**config.mk**
```make
export PLATFORM = sky130hd
export DESIGN_NAME = cjb_ram
export DESIGN_NICKNAME = d
export VERILOG_FILES = /design/src/design/cjb_ram.sv
export SDC_FILE = /design/constraint.sdc
export NUM_CORES = 1
export LEC_CHECK = 0
export BUFFER_PORTS_ARGS = -buffer_cell sky130_fd_sc_hd__buf_2
export CAP_MARGIN = 20
export CORE_ASPECT_RATIO = 0.5
export CORE_MARGIN = 2
export CORE_UTILIZATION = 50
export CTS_BUF_LIST = sky130_fd_sc_hd__clkbuf_8
export CTS_CLUSTER_DIAMETER = 60
export DETAILED_ROUTE_END_ITERATION = 8
export GPL_TIMING_DRIVEN = 1
export HOLD_SLACK_MARGIN = 0.12
export PLACE_DENSITY = 0.74
export SETUP_SLACK_MARGIN = 0.4
export SLEW_MARGIN = 20
export SYNTH_ARGS = -nofsm -noshare
export SYNTH_HDL_FRONTEND = slang
export SYNTH_SLANG_ARGS = --single-unit
```
**constraint.sdc**
```tcl
create_clock -name clk -period 2.3 [get_ports clk]
set_input_delay 0 -clock clk [delete_from_list [all_inputs] [get_ports clk]]
set_output_delay 0 -clock clk [all_outputs]
set_load 0.02 [all_outputs]
```
**src/design/cjb_ram.sv**
```systemverilog
`default_nettype none

module cjb_ram #(
  parameter int WIDTH = 8,
  parameter int DEPTH = 16
) (
  input  wire logic                                       clk,
  input  wire logic                                       we,
  input  wire logic [((DEPTH > 1) ? $clog2(DEPTH) : 1)-1:0] waddr,
  input  wire logic [WIDTH-1:0]                           wdata,
  input  wire logic                                       re,
  input  wire logic [((DEPTH > 1) ? $clog2(DEPTH) : 1)-1:0] raddr,
  output logic      [WIDTH-1:0]                           rdata
);

  logic [WIDTH-1:0] mem [DEPTH];

  always_ff @(posedge clk) begin
    if (we) begin
      mem[waddr] <= wdata;
    end
    if (re) begin
      rdata <= mem[raddr];
    end
  end

endmodule

`default_nettype wire

```
==> impl_metrics.py <==
metrics = {
    "synth": {
        "yosysMostFrequentCell": "edfxtp_1",
        "synth_top_family_by_area": "multiplexers",
        "synth_top_cell_area_share_pct": 78.1,
        "netlist_instances": 229,
        "synth_edf_count": 136,
        "synthMuxAreaShare_pct": 14.8,
        "synthAdderAreaFrac_pct": 0,
        "yosysTopAreaCell": "edfxtp_1",
        "synth-simple-area-share_pct": 3.14,
        "synthesis.nets": 248,
        "ys_warn_count": 0,
        "synthTopCellsByCount": "edfxtp_1 (136), mux4_2 (18), a22oi_1 (16)",
        "synth_area_sq_um": 5230,
        "ys_seq_elements": 136,
        "ys_types": 18,
        "synth_seq_area_share_pct": 78.1,
        "synth_area_per_cell_sq_um": 22.8,
        "synthFlopType": "edfxtp_1",
        "synth_compound_area_share_pct": 2.30,
        "synthTopCellsByArea": "edfxtp_1 (78%), mux4_2 (7.8%), mux4_1 (7.0%)",
        "synthXorXnorAreaFrac_pct": 0,
        "async_flop_share_pct": 0,
    },
    "timing": {
        "max_slew_margin_pct": 42.2,
        "period_needed_ps": 1670,
        "drv_slew": 0,
        "worstMarginPinSlew_ps": 863,
        "maxClockFrequency_ghz": 0.598,
        "tns_ps": 0,
        "rsz0062_at_grt": "no",
        "finalSetupViolCount": 0,
        "post-route-period-util_pct": 72.7,
        "fin_skew_ps": 7.42,
        "hold_viol": 0,
    },
    "setup_path": {
        "crit_fanout": 5,
        "cp.arrival_ps": 1820,
        "path_class": "in -> reg",
        "reg2reg_setup_slack_ps": 680,
        "crit_chain": "dlygate4sd3_1, buf_2, or3b_2, nor2_1, buf_4",
        "start_kind": "input port",
        "cp_slowest_cell": "dlygate4sd3_1",
        "worstSetupEndpointType": "flip-flop",
        "cpPeakStageDelay_ps": 540,
        "cp.required_ps": 2450,
    },
    "floorplan": {
        "initial_core_util_pct": 51.3,
        "die_y_um": 76.3,
        "core_area_sq_um": 10200,
        "io_pins": 27,
        "die_x_um": 149,
        "rows": 26,
        "dieArea_sq_um": 11300,
    },
    "final_layout": {
        "layout.nets": 313,
        "area_growth_pct": 16.0,
        "drive_gt1_share_pct": 29.5,
        "antenna_cells": 0,
        "final_cells": 445,
    },
    "run_status": {
        "status": "finished clean",
    },
    "power_and_ir_drop": {
        "intPower_uw": 3830,
        "ir_worst_vdd_mv": 0.349,
        "switching_share_pct": 20.7,
        "power_frac_clock_pct": 36.0,
        "power.share.combinational_pct": 5.9,
        "p_sw_uw": 999,
        "powerDensity_nw_per_um2": 797,
        "p_leak_uw": 0.00204,
        "pwr-share-seq_pct": 58.0,
    },
    "placed_design": {
        "dp_hpwl_um": 6300,
        "gp_congestion": 0.770,
        "dp.cells": 403,
        "io_buffers": 26,
    },
    "global_route": {
        "antenna_found_initial": 0,
        "grt-ovfl-total": 0,
        "grt_pass1_vias": 2626,
        "grt_start_max_net_pins": 27,
        "grt.total_usage_pct": 19.5,
        "grt_first_pass_wirelength_um": 15400,
    },
    "cts": {
        "root_buffer": "clkbuf_8",
        "numCtsBuffers": 17,
        "clkSinkCount": 136,
        "clock_path_buffers": 2,
        "insertion_delay_ps": 430,
        "cts_htree_levels": 4,
        "post-cts-setup-buffer-count": 0,
        "tritoncts": "yes",
        "clkTransAtPathRegs_ps": 70,
    },
    "route": {
        "vias_per_cell": 5.73,
        "drtIter0Drc": 215,
        "vias": 2552,
        "drc": 0,
        "ant_nets": 0,
        "routedWlPerCell_um": 22.7,
        "drt_wl_total_um": 10100,
        "dr.pass1.iters": 5,
    },
    "run": {
        "max_cap_viol_count": 0,
    },
    "worst_hold_path": {
        "hold_class": "in -> reg",
    },
}
[cell families (layout without fill, tap and decap cells)]
family	after synthesis	after routing
AO/OA/AOI/OAI	16	16
buffers and inverters	10	86
multiplexers	32	32
AND/OR/NAND/NOR	35	35
flip-flops	136	136
[worst max-delay path, delay by kind of cell]
family | cells | cell delay [ps]
buffers and inverters | 3 | 930
AND/OR/NAND/NOR | 2 | 890
[per-stage QoR]
| stage | setup WS (ps) | area (sq um) | total power [uW] | util, % | hold slack (ps) |
|---|---|---|---|---|---|
| 6_report | 627 | 6060 | 4830 | 59.5 | 179 |
| 5_1_grt | 580 | 6060 | 4980 | 59.5 | 184 |
| 4_1_cts | 415 | 6060 | 4860 | 59.5 | 115 |
| 3_5_place_dp | 341 | 5580 | 3130 | 54.8 | 365 |
| 3_3_place_gp | 398 | 5580 | 3120 | 54.8 | 362 |
| 2_1_floorplan | 807 | 5230 | 3010 | - | 98.9 |
[power by group through the flow]
| stage | combinational [uW] | clock (uW) | sequential, uW |
|---|---|---|---|
| after floorplan | 141 | 0 | 2870 |
| after global placement | 260 | 0 | 2860 |
| after detailed placement | 269 | 0 | 2860 |
| after CTS | 286 | 1770 | 2800 |
| after global routing | 309 | 1860 | 2810 |
| final | 287 | 1740 | 2800 |
[placed cells by master (no fill, tap or decap), types with 2 or more instances in the layout]
cell	synthesis	layout
nand3b_1	2	2
clkinvlp_4	0	3
dlygate4sd3_1	0	12
nor3_1	4	3
a22oi_1	16	16
buf_4	1	17
clkbuf_8	0	17
mux4_2	18	18
bufinv_16	0	2
nand2_1	9	9
nor2_1	13	13
buf_2	3	26
nand2b_1	2	2
inv_1	0	3
edfxtp_1	136	136
clkinv_2	0	4
mux4_1	14	14
[flip-flops by register name, summed over array words and instances (netlist names)]
| signal | cells |
|---|---|
| mem | 128 |
| rdata | 8 |
[per-layer routing]
layer	wire length, um	up-vias	share of wire [%]	global-route usage, %
li1	-	1107	-	-
met1	4090	1305	40	25.1
met2	4870	122	48	30.3
met3	972	18	9.6	7.90
met4	174	0	1.7	7.43
met5	0	-	0	0
[timing repair]
action | CTS | global route
resized for setup | 0 | 2
hold buffers | 13 | 0
endpoints found under the setup margin | 0 | 8
hold endpoints to repair | 171 | 0
[layout make-up]
cell class / count / area [sq um]
Fill cell: 685 / 4120
Sequential cell: 136 / 4080
Multi-Input combinational cell: 83 / 1060
Timing Repair Buffer: 56 / 389
Clock buffer: 17 / 234
Tap cell: 140 / 175
Clock inverter: 13 / 118
[worst paths after layout]
path / to / cells past startpoint / start
hold reg to reg: rdata[5] / 3 / mem[15][5]
setup reg to reg: rdata[0] / 3 / mem[1][0]
setup / recovery: mem[2][3] / 5 / waddr[3]
hold / removal: mem[2][1] / 3 / waddr[2]
Power figures use the tool's default switching activity.
