`src/design/cjb_pkg.sv`:
```
`default_nettype none

package cjb_pkg;

  // Default sizes handed to the top level.
  localparam int DEF_TABLE_DEPTH = 256;
  localparam int DEF_MAX_SEEDS   = 16;
  localparam int DEF_ET_BITS     = 13;
  localparam int DEF_ETA_W       = 11;
  localparam int DEF_PHI_W       = 8;

  // Configuration port.
  localparam int CFG_IDX_W  = 2;
  localparam int CFG_DATA_W = 40;
  localparam int R2_W       = 40;
  localparam int WEIGHT_W   = 16;
  localparam int MAXC_W     = 9;
  localparam int SEED_IDX_W = 8;

  localparam logic [CFG_IDX_W-1:0] REG_R2_CUT         = 2'd0;
  localparam logic [CFG_IDX_W-1:0] REG_ETA_WEIGHT     = 2'd1;
  localparam logic [CFG_IDX_W-1:0] REG_PHI_WEIGHT     = 2'd2;
  localparam logic [CFG_IDX_W-1:0] REG_MAX_CONSIDERED = 2'd3;

  localparam logic [R2_W-1:0]     RST_R2_CUT         = 40'd1000000;
  localparam logic [WEIGHT_W-1:0] RST_ETA_WEIGHT     = 16'd1;
  localparam logic [WEIGHT_W-1:0] RST_PHI_WEIGHT     = 16'd1;
  localparam logic [MAXC_W-1:0]   RST_MAX_CONSIDERED = 9'd64;

  // Request kinds carried in the low tuser bit.
  localparam logic KIND_OBJECT = 1'b0;
  localparam logic KIND_SEED   = 1'b1;

  typedef enum logic [2:0] {
    S_IDLE = 3'b001,
    S_WALK = 3'b010,
    S_DONE = 3'b100
  } state_t;

  // Tag that travels beside a table entry through the distance pipeline.
  typedef struct packed {
    logic valid;
    logic live;
  } ctl_t;

endpackage

`default_nettype wire

```
`src/design/cjb_dist.sv`:
```
`default_nettype none

// Two-stage distance pipeline. The first stage forms the squared eta and
// phi differences, the second weights them. The merge decision is the sum
// of the weighted terms compared against the cut.
module cjb_dist #(
  parameter int ETA_W   = cjb_pkg::DEF_ETA_W,
  parameter int PHI_W   = cjb_pkg::DEF_PHI_W,
  parameter int ET_BITS = cjb_pkg::DEF_ET_BITS,
  parameter int ADDR_W  = 8
) (
  input  wire logic                            clk,
  input  wire logic                            rst,
  input  wire cjb_pkg::ctl_t                   in_ctl,
  input  wire logic [ET_BITS-1:0]              in_et,
  input  wire logic [ETA_W-1:0]                in_eta,
  input  wire logic [PHI_W-1:0]                in_phi,
  input  wire logic [ADDR_W-1:0]               in_addr,
  input  wire logic [ETA_W-1:0]                seed_eta,
  input  wire logic [PHI_W-1:0]                seed_phi,
  input  wire logic [cjb_pkg::WEIGHT_W-1:0]    eta_weight,
  input  wire logic [cjb_pkg::WEIGHT_W-1:0]    phi_weight,
  input  wire logic [cjb_pkg::R2_W-1:0]        r2_cut,
  output cjb_pkg::ctl_t                        out_ctl,
  output logic      [ET_BITS-1:0]              out_et,
  output logic      [ADDR_W-1:0]               out_addr,
  output logic                                 out_close,
  output logic                                 busy
);

  localparam int ESQ_W = 2 * ETA_W;
  localparam int PSQ_W = 2 * PHI_W;
  localparam int ETW_W = cjb_pkg::WEIGHT_W + ESQ_W;
  localparam int PTW_W = cjb_pkg::WEIGHT_W + PSQ_W;
  localparam int SUM_W = ((ETW_W > PTW_W) ? ETW_W : PTW_W) + 1;
  localparam int CMP_W = (SUM_W > cjb_pkg::R2_W) ? SUM_W : cjb_pkg::R2_W;
  localparam logic [PHI_W-1:0] PHI_HALF = {1'b1, {(PHI_W-1){1'b0}}};

  logic [ETA_W-1:0] deta;
  logic [PHI_W-1:0] phi_diff;
  logic [PHI_W-1:0] dphi;

  cjb_pkg::ctl_t       a_ctl;
  logic [ET_BITS-1:0]  a_et;
  logic [ADDR_W-1:0]   a_addr;
  logic [ESQ_W-1:0]    a_esq;
  logic [PSQ_W-1:0]    a_psq;

  logic [ETW_W-1:0]    b_eterm;
  logic [PTW_W-1:0]    b_pterm;
  logic [SUM_W-1:0]    b_sum;

  always_comb begin
    deta     = (seed_eta >= in_eta) ? (seed_eta - in_eta) : (in_eta - seed_eta);
    phi_diff = seed_phi - in_phi;
    // Take the shorter way round the circle.
    dphi     = (phi_diff > PHI_HALF) ? (PHI_W'(0) - phi_diff) : phi_diff;
  end

  always_ff @(posedge clk) begin
    if (rst) begin
      a_ctl   <= '0;
      out_ctl <= '0;
    end else begin
      a_ctl   <= in_ctl;
      out_ctl <= a_ctl;
    end
  end

  always_ff @(posedge clk) begin
    a_et     <= in_et;
    a_addr   <= in_addr;
    a_esq    <= ESQ_W'(deta) * ESQ_W'(deta);
    a_psq    <= PSQ_W'(dphi) * PSQ_W'(dphi);
    out_et   <= a_et;
    out_addr <= a_addr;
    b_eterm  <= ETW_W'(eta_weight) * ETW_W'(a_esq);
    b_pterm  <= PTW_W'(phi_weight) * PTW_W'(a_psq);
  end

  always_comb begin
    b_sum     = SUM_W'(b_eterm) + SUM_W'(b_pterm);
    out_close = CMP_W'(b_sum) <= CMP_W'(r2_cut);
    busy      = a_ctl.valid | out_ctl.valid;
  end

endmodule

`default_nettype wire

```
`config.mk`:
```
export PLATFORM = sky130hd
export DESIGN_NAME = cjb_dist
export DESIGN_NICKNAME = d
export VERILOG_FILES = /design/src/design/cjb_pkg.sv /design/src/design/cjb_dist.sv
export SDC_FILE = /design/constraint.sdc
export NUM_CORES = 2
export LEC_CHECK = 0
export BUFFER_PORTS_ARGS = -buffer_cell sky130_fd_sc_hd__clkbuf_2
export CORE_AREA = 2 2 282 284
export CTS_BUF_LIST = sky130_fd_sc_hd__clkbuf_4 sky130_fd_sc_hd__clkbuf_8
export DETAILED_ROUTE_END_ITERATION = 8
export DIE_AREA = 0 0 284 286
export PLACE_DENSITY_LB_ADDON = 0.05
export SLEW_MARGIN = 40
export SYNTH_ARGS = -nofsm -noshare
export SYNTH_HDL_FRONTEND = slang
export SYNTH_SLANG_ARGS = --single-unit
```
`constraint.sdc`:
```
create_clock -name clk -period 8.91 [get_ports clk]
set_input_delay 0.891 -clock clk [delete_from_list [all_inputs] [get_ports clk]]
set_output_delay 0.891 -clock clk [all_outputs]
set_load 0.005 [all_outputs]
```
==> flow_summary_export.csv <==
group,metric,value,unit
clock_network,clockBufferDepth,2,
synth,post-synth-top-count-cell,"inv_1",
worst_setup_path,end_kind,"register",
worst_setup_path,cp_slowest_cell,"nor3_2",
global_routing,top_usage_layer,"met2",
worst_setup_path,crit_fanout,10,
synth,syn_area,31100,um2
synth,synth.area.top_cells,"fa_1, ha_1, dfxtp_1, inv_1, nand2_1",
sta,hold_viol,0,
drt,wl_per_cell,17.0,um
worst_setup_path,path_buf_inv,6,
drt,vias_per_cell,4.93,
sta,slew_headroom,0.416,
floorplan,die_x,284,um
cells_and_area,nNetsFinal,4700,
sta,maxSlewViolCount,0,
synth,seq_area_frac_synth,0.0978,
drt,drt_iter0_drc,897,
run_status,outcome,"finished, final reports clean",
synth,ys.flop_type,"dfxtp_1",
synth,yosysWarnings,0,
synth,async_flop_share,0,
min_path,hold_class,"register to register",
floorplan,core-area,78400,um2
floorplan,design.die.area,81200,um2
place,hpwlAfterDp,64.6,mm
global_routing,grtUsageMet1,0.272,
floorplan,floorplan.initialDensity,0.397,
flow_run,drv_cap,0,
drt,drt_wl_total,79.7,mm
sta,setup_tns,0,ns
sta,worstMarginPinSlew,0.873,ns
sta,clock_skew,0.0438,ns
sta,finalCritPeriodShare,0.902,
clock_network,cts_tree,"done",
sta,max_clock_freq,124,MHz
clock_network,cts_sinks,152,
place,routabilityCongestion,0.853,
drt,via_count,23000,
min_path,min_from,"a_et[8]",
worst_setup_path,r2r_start,"a_esq[12]",
worst_setup_path,start_kind,"input pin",
worst_setup_path,slowest_delay,0.59,ns
drt,drc,0,
global_routing,met2_usage,0.349,
sta,post-route-min-period,8.04,ns
worst_setup_path,path_delay_family,"adder cells",
clock_network,numCtsBuffers,17,
global_routing,grt_use_met3,0.0299,
floorplan,ioPinCount,160,
clock_network,cts_setup_buffers,0,
synth,synth_edf_count,0,
synth,syn_area_per_cell,8.86,um2
drt,ant_nets,0,
global_routing,grtUsageTotal,0.204,
sta,setup-violations-final,0,
synth,ys_ff_latch,152,
worst_setup_path,critPathKind,"input pin to register",
synth,yosysTopAreaCellShare,0.347,
clock_network,htree_levels,4,
worst_setup_path,crit_top_cell,"fa_1",
global_routing,grt_max_degree,22,
clock_network,clock_latency,0.57,ns
clock_network,ctsRootBufferMaster,"clkbuf_8",
global_routing,antenna_found_initial,5,
global_routing,grt_pass1_vias,25200,
global_routing,grt_pass1_wl,132,mm
synth,synth_commonest_cells,"inv_1, fa_1, nand2_1",
global_routing,overflow,0,
worst_setup_path,critPathArrivalTime,8.46,ns
cells_and_area,drive_gt1_frac,0.0729,
cells_and_area,area_growth,7.45,%
clock_network,cts_hold_buf,0,
floorplan,die_height,286,um
synth,synthCells,3511,
synth,ys_types,83,
sta,rsz0062_at_grt,"false",
place,portBuffers,159,
worst_setup_path,required,9.33,ns
clock_network,path_clk_slew,0.15,ns
clock_network,postCtsResizedCells,0,
worst_setup_path,startpoint,"in_eta[6]",
drt,drt_first_pass_iters,5,
floorplan,row_count,103,
synth,yosysTopAreaCell,"fa_1",
[flip-flops by register name, summed over array words and instances (netlist names)]
name / count
out_ctl: 2
a_et: 13
b_eterm: 38
a_esq: 21
out_et: 13
out_addr: 8
b_pterm: 32
a_addr: 8
a_ctl: 2
a_psq: 15
[final timing paths]
check                                    to  slack (ns)  cells after the start
worst max-delay path              a_esq[21]        0.87                     29
worst min register to register    out_et[8]        0.30                      0
worst min-delay path              out_et[8]        0.30                      0
worst max register to register  b_eterm[34]        1.77                     20
[cells by family after synthesis]
family,after synthesis,share of synthesized area
other,2,0.000241
XOR/XNOR,156,0.0452
flip-flops,152,0.0978
adder cells (fa/ha/maj),955,0.514
multiplexers,3,0.00101
buffers and inverters,839,0.102
AO/OA/AOI/OAI,424,0.0893
AND/OR/NAND/NOR,980,0.150
[cells in the final DEF (no fill, tap or decap), types with 13 or more instances in the layout]
cell,count
ha_1,415
nor3_1,23
inv_1,725
dfxtp_1,140
xor2_1,50
nand3_1,27
fa_1,540
a21o_1,72
nand2_1,446
xnor2_1,101
nand2b_1,18
nor2b_1,26
a211oi_1,15
o21ai_0,69
clkbuf_2,159
nand4_1,22
buf_4,22
clkbuf_8,17
o21a_1,28
nor2_1,142
o21bai_1,22
and2_1,220
a21oi_1,125
a31oi_1,13
[stage by stage]
stage          cell area (um2)  cells  utilization  setup WS [ns]  hold slack, ns
2_1_floorplan            31100   3520            -           1.12           0.310
3_3_place_gp             33000   4641        0.421          0.419           0.310
3_5_place_dp             33000   4641        0.421          0.320           0.315
4_1_cts                  33400   4673        0.426          0.914           0.302
5_1_grt                  33400   4674        0.427          0.461           0.298
6_report                 33400   4675        0.427          0.871           0.303
[worst reg2reg max path, cell delays in order, from the launching register on]
cell and delay, ns:
dfxtp_1 0.86, nand2_1 0.19, fa_1 0.59, inv_1 0.06, fa_1 0.55, inv_1 0.06
fa_1 0.42, fa_1 0.56, fa_1 0.44, fa_1 0.61, inv_1 0.06, ha_1 0.38
a21oi_1 0.22, o21ai_0 0.15, a311oi_1 0.42, o21ai_0 0.18, a211oi_2 0.37, a211oi_1 0.22
a311o_1 0.40, a21oi_1 0.21, xnor2_1 0.13
[final cells by class]
class,instances,area [um2]
Sequential cell,152,3060
Clock buffer,17,234
Tap cell,1050,1310
Timing Repair Buffer,181,961
Multi-Input combinational cell,2529,24900
Clock inverter,15,194
Fill cell,8001,44900
Inverter,729,2740
Antenna cell,2,5.00
[per-layer routing]
layer / wire [um] / vias up
met4: 1590 / 2
li1: - / 11000
met5: 10 / -
met1: 36600 / 11400
met2: 38100 / 467
met3: 3390 / 69
Power is left out: the tool's default activity adds up to more than one toggle a clock period on the data nets, which glitch-free logic cannot reach.
